File: src/rtl/assert_macros.svh
// Assertion macros shared by the grid maze reachability modules
`ifndef ASSERT_MACROS_SVH
`define ASSERT_MACROS_SVH

`ifndef SYNTH
// Check a property on every rising edge once reset is released
`define GMR_ASSERT(lbl, clk, rst_n, prop) \
	lbl: assert property (@(posedge clk) disable iff (!rst_n) prop) \
	else $error("grid maze check failed");
// Check a property on every rising edge, reset included
`define GMR_ASSERT_ALWAYS(lbl, clk, prop) \
	lbl: assert property (@(posedge clk) prop) \
	else $error("grid maze check failed");
`else
`define GMR_ASSERT(lbl, clk, rst_n, prop)
`define GMR_ASSERT_ALWAYS(lbl, clk, prop)
`endif

`endif

File: src/rtl/gmr_pkg.sv
// Types, constants and command structs for the grid maze reachability block
package gmr_pkg;

	// Grid storage and field widths
	localparam int MAX_ROWS = 16;
	localparam int MAX_COLS = 16;
	localparam int ROW_W    = 4;
	localparam int COL_W    = 4;
	localparam int CNT_W    = 5;
	localparam int CELLS    = MAX_ROWS * MAX_COLS;
	localparam int ADDR_W   = ROW_W + COL_W;
	localparam int DEPTH_W  = ADDR_W + 1;

	typedef logic [ADDR_W-1:0]  addr_t;
	typedef logic [DEPTH_W-1:0] depth_t;
	typedef logic [CNT_W-1:0]   cnt_t;

	// Item operation codes
	localparam logic OP_LOAD  = 1'b0;
	localparam logic OP_SOLVE = 1'b1;

	// Configuration register indexes
	typedef enum logic [0:0] {
		REG_ROW_COUNT = 1'b0,
		REG_COL_COUNT = 1'b1
	} reg_idx_t;

	// Neighbour directions in visiting order
	typedef enum logic [1:0] {
		DIR_EAST  = 2'd0,
		DIR_SOUTH = 2'd1,
		DIR_WEST  = 2'd2,
		DIR_NORTH = 2'd3
	} dir_t;

	// Commands from controller to datapath
	typedef struct packed {
		logic load_we;
		logic solve_init;
		logic clr;
		logic pop;
		logic rd_issue;
		dir_t rd_dir;
		logic eval;
	} cmd_t;

	// Status from datapath to controller
	typedef struct packed {
		logic clr_last;
		logic stk_empty;
		logic at_end;
	} sts_t;

endpackage

File: src/rtl/gmr_dpath.sv
// Datapath: grid memory, visited bits, coordinate stack and neighbour checks
`include "assert_macros.svh"

module gmr_dpath (
	input  logic                      clk,
	input  logic                      arst_n,
	input  gmr_pkg::cmd_t             cmd,
	output gmr_pkg::sts_t             sts,
	input  logic                      cfg_we,
	input  logic [0:0]                cfg_index,
	input  logic [gmr_pkg::CNT_W-1:0] cfg_wdata,
	input  logic [gmr_pkg::ROW_W-1:0] cell_row,
	input  logic [gmr_pkg::COL_W-1:0] cell_col,
	input  logic                      cell_open,
	input  logic [gmr_pkg::ROW_W-1:0] start_row,
	input  logic [gmr_pkg::COL_W-1:0] start_col,
	input  logic [gmr_pkg::ROW_W-1:0] end_row,
	input  logic [gmr_pkg::COL_W-1:0] end_col
);

	logic                      open_mem  [gmr_pkg::CELLS];
	logic                      visit_mem [gmr_pkg::CELLS];
	gmr_pkg::addr_t            stk_mem   [gmr_pkg::CELLS];
	gmr_pkg::depth_t           depth_q;
	gmr_pkg::depth_t           depth_dec;
	gmr_pkg::cnt_t             row_cnt_q;
	gmr_pkg::cnt_t             col_cnt_q;
	gmr_pkg::cnt_t             rows_eff;
	gmr_pkg::cnt_t             cols_eff;
	gmr_pkg::addr_t            clr_q;
	gmr_pkg::addr_t            stk_rd_q;
	gmr_pkg::addr_t            cur_q;
	gmr_pkg::addr_t            start_q;
	gmr_pkg::addr_t            end_q;
	gmr_pkg::addr_t            base;
	gmr_pkg::cnt_t             base_row;
	gmr_pkg::cnt_t             base_col;
	gmr_pkg::cnt_t             nbr_row;
	gmr_pkg::cnt_t             nbr_col;
	gmr_pkg::addr_t            nbr_addr;
	logic                      nbr_ok;
	gmr_pkg::addr_t            addr_s1;
	logic                      ok_s1;
	logic                      open_rd_s1;
	logic                      visit_rd_s1;
	logic                      push;

	// Clamp the configured size to the storage
	assign rows_eff = (row_cnt_q > gmr_pkg::cnt_t'(gmr_pkg::MAX_ROWS)) ?
		gmr_pkg::cnt_t'(gmr_pkg::MAX_ROWS) : row_cnt_q;
	assign cols_eff = (col_cnt_q > gmr_pkg::cnt_t'(gmr_pkg::MAX_COLS)) ?
		gmr_pkg::cnt_t'(gmr_pkg::MAX_COLS) : col_cnt_q;

	// East is issued straight after the pop, so take the cell from the stack read
	assign base = (cmd.rd_dir == gmr_pkg::DIR_EAST) ? stk_rd_q : cur_q;

	// Step to the neighbour; a step below zero wraps high and falls outside
	always_comb begin
		base_row = {1'b0, base[gmr_pkg::ADDR_W-1:gmr_pkg::COL_W]};
		base_col = {1'b0, base[gmr_pkg::COL_W-1:0]};
		nbr_row  = base_row;
		nbr_col  = base_col;
		unique case (cmd.rd_dir)
			gmr_pkg::DIR_EAST:  nbr_col = base_col + gmr_pkg::cnt_t'(1);
			gmr_pkg::DIR_SOUTH: nbr_row = base_row + gmr_pkg::cnt_t'(1);
			gmr_pkg::DIR_WEST:  nbr_col = base_col - gmr_pkg::cnt_t'(1);
			gmr_pkg::DIR_NORTH: nbr_row = base_row - gmr_pkg::cnt_t'(1);
			default: begin
				nbr_row = base_row;
				nbr_col = base_col;
			end
		endcase
		nbr_ok   = (nbr_row < rows_eff) && (nbr_col < cols_eff);
		nbr_addr = {nbr_row[gmr_pkg::ROW_W-1:0], nbr_col[gmr_pkg::COL_W-1:0]};
	end

	assign depth_dec = depth_q - gmr_pkg::depth_t'(1);
	assign push      = cmd.eval && ok_s1 && open_rd_s1 && !visit_rd_s1;

	assign sts.stk_empty = (depth_q == '0);
	assign sts.at_end    = (stk_rd_q == end_q);
	assign sts.clr_last  = (clr_q == gmr_pkg::addr_t'(gmr_pkg::CELLS - 1));

	// Hold size registers, stack fill and the clearing pointer
	always_ff @(posedge clk or negedge arst_n) begin
		if (!arst_n) begin
			row_cnt_q <= gmr_pkg::cnt_t'(gmr_pkg::MAX_ROWS);
			col_cnt_q <= gmr_pkg::cnt_t'(gmr_pkg::MAX_COLS);
			depth_q   <= '0;
			clr_q     <= '0;
		end else begin
			if (cfg_we) begin
				unique case (gmr_pkg::reg_idx_t'(cfg_index))
					gmr_pkg::REG_ROW_COUNT: row_cnt_q <= cfg_wdata;
					gmr_pkg::REG_COL_COUNT: col_cnt_q <= cfg_wdata;
					default: row_cnt_q <= row_cnt_q;
				endcase
			end
			if (cmd.solve_init) begin
				depth_q <= gmr_pkg::depth_t'(1);
			end else if (cmd.pop) begin
				depth_q <= depth_dec;
			end else if (push) begin
				depth_q <= depth_q + gmr_pkg::depth_t'(1);
			end
			if (cmd.solve_init)
				clr_q <= '0;
			else if (cmd.clr)
				clr_q <= clr_q + gmr_pkg::addr_t'(1);
		end
	end

	// Write loaded cells, read the grid for the neighbour in flight
	always_ff @(posedge clk) begin
		if (cmd.load_we)
			open_mem[{cell_row, cell_col}] <= cell_open;
		if (cmd.rd_issue) begin
			open_rd_s1 <= open_mem[nbr_addr];
			addr_s1    <= nbr_addr;
			ok_s1      <= nbr_ok;
		end
	end

	// Clear the visited bits one a cycle, marking only the start, then mark pushed cells
	always_ff @(posedge clk) begin
		if (cmd.clr)
			visit_mem[clr_q] <= (clr_q == start_q);
		else if (push)
			visit_mem[addr_s1] <= 1'b1;
		if (cmd.rd_issue)
			visit_rd_s1 <= visit_mem[nbr_addr];
	end

	// Push and pop coordinates
	always_ff @(posedge clk) begin
		if (cmd.solve_init)
			stk_mem[0] <= {start_row, start_col};
		else if (push)
			stk_mem[depth_q[gmr_pkg::ADDR_W-1:0]] <= addr_s1;
		if (cmd.pop)
			stk_rd_q <= stk_mem[depth_dec[gmr_pkg::ADDR_W-1:0]];
	end

	// Latch the start, the target and the popped cell
	always_ff @(posedge clk) begin
		if (cmd.solve_init) begin
			start_q <= {start_row, start_col};
			end_q   <= {end_row, end_col};
		end
		if (cmd.rd_issue && (cmd.rd_dir == gmr_pkg::DIR_EAST))
			cur_q <= stk_rd_q;
	end

	`GMR_ASSERT(a_depth_bound, clk, arst_n, depth_q <= gmr_pkg::depth_t'(gmr_pkg::CELLS))
	`GMR_ASSERT(a_push_room, clk, arst_n, push |-> (depth_q < gmr_pkg::depth_t'(gmr_pkg::CELLS)))
	`GMR_ASSERT(a_init_one, clk, arst_n, cmd.solve_init |=> (depth_q == gmr_pkg::depth_t'(1)))

endmodule

File: src/rtl/gmr_ctrl.sv
// Controller: sequences loads, search steps and the result register
`include "assert_macros.svh"

module gmr_ctrl (
	input  logic          clk,
	input  logic          arst_n,
	input  logic          in_valid,
	output logic          in_stall,
	input  logic          operation,
	output logic          out_valid,
	input  logic          out_stall,
	output logic          path_found,
	output gmr_pkg::cmd_t cmd,
	input  gmr_pkg::sts_t sts
);

	typedef enum logic [2:0] {
		ST_IDLE,
		ST_CLEAR,
		ST_POP,
		ST_CHECK,
		ST_EVAL,
		ST_DONE
	} state_t;

	state_t       state_q;
	gmr_pkg::dir_t nbr_q;
	logic         found_q;
	logic         out_valid_q;
	logic         path_found_q;
	logic         in_acc;

	assign in_stall   = (state_q != ST_IDLE);
	assign in_acc     = in_valid && !in_stall;
	assign out_valid  = out_valid_q;
	assign path_found = path_found_q;

	// Decode commands for the datapath
	always_comb begin
		cmd            = '0;
		cmd.rd_dir     = gmr_pkg::DIR_EAST;
		unique case (state_q)
			ST_IDLE: begin
				cmd.load_we    = in_acc && (operation == gmr_pkg::OP_LOAD);
				cmd.solve_init = in_acc && (operation == gmr_pkg::OP_SOLVE);
			end
			ST_CLEAR: cmd.clr = 1'b1;
			ST_POP:   cmd.pop = !sts.stk_empty;
			ST_CHECK: cmd.rd_issue = !sts.at_end;
			ST_EVAL: begin
				cmd.eval     = 1'b1;
				cmd.rd_issue = (nbr_q != gmr_pkg::DIR_NORTH);
				cmd.rd_dir   = gmr_pkg::dir_t'(nbr_q + 2'd1);
			end
			ST_DONE: cmd = '0;
			default: cmd = '0;
		endcase
	end

	// Advance the search and hold the result item
	always_ff @(posedge clk or negedge arst_n) begin
		if (!arst_n) begin
			state_q      <= ST_IDLE;
			nbr_q        <= gmr_pkg::DIR_EAST;
			found_q      <= 1'b0;
			out_valid_q  <= 1'b0;
			path_found_q <= 1'b0;
		end else begin
			if (out_valid_q && !out_stall)
				out_valid_q <= 1'b0;
			unique case (state_q)
				ST_IDLE: begin
					if (in_acc && (operation == gmr_pkg::OP_SOLVE))
						state_q <= ST_CLEAR;
				end
				ST_CLEAR: begin
					if (sts.clr_last)
						state_q <= ST_POP;
				end
				ST_POP: begin
					if (sts.stk_empty) begin
						found_q <= 1'b0;
						state_q <= ST_DONE;
					end else begin
						state_q <= ST_CHECK;
					end
				end
				ST_CHECK: begin
					if (sts.at_end) begin
						found_q <= 1'b1;
						state_q <= ST_DONE;
					end else begin
						nbr_q   <= gmr_pkg::DIR_EAST;
						state_q <= ST_EVAL;
					end
				end
				ST_EVAL: begin
					if (nbr_q == gmr_pkg::DIR_NORTH) begin
						state_q <= ST_POP;
					end else begin
						nbr_q <= gmr_pkg::dir_t'(nbr_q + 2'd1);
					end
				end
				ST_DONE: begin
					if (!out_valid_q || !out_stall) begin
						out_valid_q  <= 1'b1;
						path_found_q <= found_q;
						state_q      <= ST_IDLE;
					end
				end
				default: state_q <= ST_IDLE;
			endcase
		end
	end

	`GMR_ASSERT(a_out_from_done, clk, arst_n, $rose(out_valid_q) |-> $past(state_q == ST_DONE))
	`GMR_ASSERT(a_pop_nonempty, clk, arst_n, cmd.pop |-> !sts.stk_empty)
	`GMR_ASSERT(a_eval_after_read, clk, arst_n, (state_q == ST_EVAL) |-> $past(cmd.rd_issue))

endmodule

File: src/rtl/grid_maze_reachability.sv
// Top level of the grid maze reachability block
//
// Input channel (in_valid / in_stall) carries one item: a load writes one
// cell of a 16 by 16 grid as open or wall, a solve asks whether end_row/col
// can be reached from start_row/col by orthogonal moves over open cells.
// The output channel (out_valid / out_stall) carries one path_found item per
// solve and none per load. Rows and columns in use are set through the
// cfg_we / cfg_index / cfg_wdata port, only while the block is idle: the
// user must keep to this; the block itself does not enforce it. Cells
// outside those rows and columns count as walls. A load does not leave
// the idle state, so in_stall stays low and a new item can follow it.
// A solve first clears the visited bits, one a cycle over all 256 cells,
// then for each popped cell runs a pop step, a target compare and four
// neighbour steps, one per grid read. The search ends when the target is
// popped or the coordinate stack runs empty (at most 256 cells popped).
// While a solve runs, in_stall stays high. A result waiting under
// out_stall holds the output register; a following load still goes ahead,
// and a following solve waits at its end until the register is free.
// Reset clears the stack fill and output and sets both sizes to 16;
// the grid contents are undefined until loaded.

module grid_maze_reachability (
	input  logic                      clk,
	input  logic                      arst_n,
	input  logic                      cfg_we,
	input  logic [0:0]                cfg_index,
	input  logic [gmr_pkg::CNT_W-1:0] cfg_wdata,
	input  logic                      in_valid,
	output logic                      in_stall,
	input  logic                      operation,
	input  logic [gmr_pkg::ROW_W-1:0] cell_row,
	input  logic [gmr_pkg::COL_W-1:0] cell_col,
	input  logic                      cell_open,
	input  logic [gmr_pkg::ROW_W-1:0] start_row,
	input  logic [gmr_pkg::COL_W-1:0] start_col,
	input  logic [gmr_pkg::ROW_W-1:0] end_row,
	input  logic [gmr_pkg::COL_W-1:0] end_col,
	output logic                      out_valid,
	input  logic                      out_stall,
	output logic                      path_found
);

	gmr_pkg::cmd_t cmd;
	gmr_pkg::sts_t sts;

	// Sequence items and own the result register
	gmr_ctrl u_ctrl (
		.clk        (clk),
		.arst_n     (arst_n),
		.in_valid   (in_valid),
		.in_stall   (in_stall),
		.operation  (operation),
		.out_valid  (out_valid),
		.out_stall  (out_stall),
		.path_found (path_found),
		.cmd        (cmd),
		.sts        (sts)
	);

	// Grid, visited bits and stack
	gmr_dpath u_dpath (
		.clk       (clk),
		.arst_n    (arst_n),
		.cmd       (cmd),
		.sts       (sts),
		.cfg_we    (cfg_we),
		.cfg_index (cfg_index),
		.cfg_wdata (cfg_wdata),
		.cell_row  (cell_row),
		.cell_col  (cell_col),
		.cell_open (cell_open),
		.start_row (start_row),
		.start_col (start_col),
		.end_row   (end_row),
		.end_col   (end_col)
	);

endmodule
File: config.mk
export PLATFORM = sky130hd
export DESIGN_NAME = grid_maze_reachability
export DESIGN_NICKNAME = d
export VERILOG_FILES = /design/src/rtl/gmr_pkg.sv /design/src/rtl/gmr_dpath.sv /design/src/rtl/gmr_ctrl.sv /design/src/rtl/grid_maze_reachability.sv
export VERILOG_INCLUDE_DIRS = /design/src /design/src/rtl
export SDC_FILE = /design/constraint.sdc
export NUM_CORES = 2
export LEC_CHECK = 0
export BUFFER_PORTS_ARGS = -buffer_cell sky130_fd_sc_hd__clkbuf_2
export CAP_MARGIN = 0
export CORE_MARGIN = 1
export CORE_UTILIZATION = 45
export CTS_BUF_LIST = sky130_fd_sc_hd__clkbuf_4 sky130_fd_sc_hd__clkbuf_8 sky130_fd_sc_hd__clkbuf_16
export DETAILED_ROUTE_END_ITERATION = 10
export PLACE_DENSITY = 0.71
export SLEW_MARGIN = 10
export SYNTH_ARGS = -nofsm -noshare
export SYNTH_HDL_FRONTEND = slang
export SYNTH_SLANG_ARGS = --single-unit
File: constraint.sdc
create_clock -name clk -period 18.7 [get_ports clk]
set_input_delay 3.74 -clock clk [delete_from_list [all_inputs] [get_ports clk]]
set_output_delay 3.74 -clock clk [all_outputs]
set_load 0.05 [all_outputs]
==> results.py <==
metrics = {
    "clock_network": {
        "clock_tree.root_cell": "clkbuf_16",
        "cts_tree": "yes",
        "cts_buffers": 275,
        "cts_sinks": 2638,
        "path_clk_slew_ps": 60,
        "htree_levels": 5,
        "clk_latency_ps": 920,
        "cts_resized": 0,
        "cts_hold_buffers": 0,
        "cts_buffer_depth": 4,
        "cts_setup_buffers": 0,
    },
    "detailed_routing": {
        "dr.pass1.iters": 6,
        "vias": 55053,
        "drtIter0Drc": 6713,
        "viasPerCell": 6.11,
        "antenna_left": 0,
        "totalWireLength_um": 253000,
        "drt-wirelength-per-cell_um": 28.1,
        "drc": 0,
    },
    "pwr": {
        "pwr_density_cell_mw_per_mm2": 155,
        "leakage_nw": 36.9,
        "total_power_mw": 18.4,
        "ir_drop_uv": 215,
    },
    "global_route": {
        "grt_pass1_wl_um": 370000,
        "grt.overflow.total": 0,
        "grt_pass1_vias": 53858,
        "globalRouteTotalUtil_pct": 21.2,
        "antenna_found_initial": 10,
        "grt_start_max_net_pins": 257,
    },
    "critical_path": {
        "critical_path_class": "reg -> reg",
        "max_stage_delay_ps": 1070,
        "crit_chain": "inv_1, ha_4, buf_12, buf_4, mux4_2, mux4_2, mux4_2, mux4_2",
        "startpoint_type": "register",
        "crit_slowest_cell": "dfrtp_4",
        "timing.critical_path.buf_inv": 3,
        "crit_fanout": 160,
        "rrSetupSlack_ps": 12250,
        "cp.required_ps": 19320,
        "endpoint_kind": "register",
        "crit_family": "multiplexers",
        "crit_top_cell": "mux4_2",
        "arrival_ps": 7070,
    },
    "synthesis": {
        "post-synth-top-area-cell": "edfxtp_1",
        "yosysMostFrequentCell": "edfxtp_1",
        "ys_ff_latch": 2638,
        "synthCells": 5649,
        "synth_edf_count": 2603,
        "syn_area_mm2": 0.106,
        "synth.distinct_cells": 76,
        "synth-main-ff-cell": "edfxtp_1",
        "synthArstFlopShare_pct": 1.33,
        "synth_top_area_share_pct": 73.4,
        "syn_nets": 5705,
        "synthTopCellsByCount": "edfxtp_1 (2603), nor2_1 (815), mux4_2 (683)",
        "synth.yosys.warnings": 0,
        "syn_avg_cell_area_um2": 18.8,
        "yosysSeqAreaShare_pct": 74.2,
        "synth_area_leaders": "edfxtp_1 (73%), mux4_2 (14%), nor2_1 (2.9%)",
    },
    "placement": {
        "finalWeightedCongestion": 0.831,
        "portBuffers": 39,
        "dp_hpwl_um": 143000,
        "post_dp_cell_area_mm2": 0.110,
        "pre_cts_slack_ps": 11840,
    },
    "hold_path": {
        "hp-class": "reg -> reg",
    },
    "floorplanning": {
        "ios": 40,
        "num_rows": 178,
        "start_util_pct": 45.3,
        "die_area_mm2": 0.239,
        "die_x_um": 488,
        "coreArea_mm2": 0.235,
        "die_y_um": 488,
    },
    "sta": {
        "clock_skew_ps": 89.4,
        "worst_pin_slew_ps": 1230,
        "final-setup-viol-count": 0,
        "relSlewSlack_pct": 18.1,
        "slew_violations": 0,
        "fin_tns_setup_ps": 0,
        "setup_ws_ps": 12250,
        "whs_ps": 509,
        "max_freq_ghz": 0.155,
        "hold_violations": 0,
        "min_period_over_period_pct": 34.5,
        "rsz0062_at_grt": "false",
        "fin_crit_ps": 6450,
    },
    "run_status": {
        "outcome": "completed",
    },
    "layout": {
        "syn_to_final_growth_pct": 11.2,
        "drive_gt1_share_pct": 22.1,
        "post-route-cell-area_mm2": 0.118,
        "nNetsFinal": 5722,
    },
    "run": {
        "drv_cap": 0,
    },
}
-- kinds of logic after synthesis --
kind of cell	share of synthesized area [%]
multiplexers	15.4
XOR/XNOR	0.304
AO/OA/AOI/OAI	2.58
AND/OR/NAND/NOR	5.53
adder cells (fa/ha/maj)	0.247
flip-flops	74.2
buffers and inverters	1.73
-- routing by layer --
metal | wire [um] | GRT usage (%) | part of all wire (%) | vias up
met2 | 123000 | 33.7 | 49 | 2802
met5 | 40 | 0 | 0.016 | -
met3 | 22500 | 3.89 | 8.9 | 509
li1 | - | - | - | 22765
met1 | 98500 | 29.4 | 39 | 28971
met4 | 8820 | 7.35 | 3.5 | 6
-- worst reg2reg max path, stage by stage (launching register included) --
cell and delay (ps):
dfrtp_4 1070, inv_1 340, ha_4 890, buf_12 810
buf_4 930, mux4_2 480, mux4_2 540, mux4_2 610
mux4_2 490
-- final timing paths --
check | from | endpoint | cells after the start
max | u_dpath.depth_q[0] | u_dpath.stk_rd_q[1] | 8
min | u_dpath.col_cnt_q[1] | u_dpath.col_cnt_q[1] | 1
max reg2reg | u_dpath.depth_q[0] | u_dpath.stk_rd_q[1] | 8
min reg2reg | u_dpath.col_cnt_q[1] | u_dpath.col_cnt_q[1] | 1
max in group asynchronous | arst_n | u_dpath.depth_q[0] | 1
min in group asynchronous | arst_n | u_dpath.row_cnt_q[0] | 1
-- cell usage in the layout (no fill, tap or decap), types with 38 or more instances in the layout --
cell | netlist | routed
mux4_2 | 683 | 683
clkbuf_16 | 0 | 283
a2111oi_0 | 50 | 50
nand2_1 | 301 | 281
clkbuf_2 | 2 | 38
clkinv_1 | 4 | 51
edfxtp_1 | 2603 | 2603
a31oi_1 | 46 | 45
a211oi_1 | 105 | 105
mux2i_1 | 81 | 81
nand3_1 | 84 | 82
and3_1 | 104 | 104
nor2_1 | 815 | 813
a21oi_1 | 42 | 42
buf_4 | 13 | 76
clkbuf_4 | 0 | 55
-- flip-flops by register name, summed over array words and instances, names as in the netlist --
name                 cells
u_ctrl.out_valid         1
u_dpath.visit_rd_s1      1
u_dpath.depth_q          9
u_ctrl.found_q           1
u_dpath.stk_rd_q         8
u_dpath.open_mem       256
u_dpath.cur_q            8
u_dpath.clr_q            8
u_dpath.stk_mem       2048
u_dpath.row_cnt_q        5
u_dpath.ok_s1            1
u_ctrl.state_q           3
u_dpath.visit_mem      256
u_ctrl.path_found        1
u_dpath.col_cnt_q        5
u_dpath.open_rd_s1       1
u_ctrl.nbr_q             2
u_dpath.addr_s1          8
u_dpath.end_q            8
u_dpath.start_q          8
-- where the power goes --
part | internal, mW | leakage [nW] | switching [mW] | total, mW
clock network | 3.10 | 4.27 | 2.19 | 5.29
registers | 6.65 | 24.1 | 0.108 | 6.76
logic | 2.68 | 8.57 | 3.68 | 6.36
-- per-stage QoR --
| stage | std cells | util (%) |
|---|---|---|
| after floorplan | 5649 | - |
| after global placement | 8539 | 46.7 |
| after detailed placement | 8539 | 46.7 |
| after CTS | 8999 | 50.3 |
| after global routing | 9008 | 50.4 |
| final | 9009 | 50.4 |
-- area by class of cell --
cell class                      instances  area [um2]
Antenna cell                           10        25.0
Clock buffer                          338        7490
Clock inverter                        122        1090
Fill cell                           18501      117000
Inverter                               25        95.1
Multi-Input combinational cell       2605       25800
Sequential cell                      2638       79000
Tap cell                             3150        3940
Timing Repair Buffer                  121         892
Power figures use the tool's default switching activity.
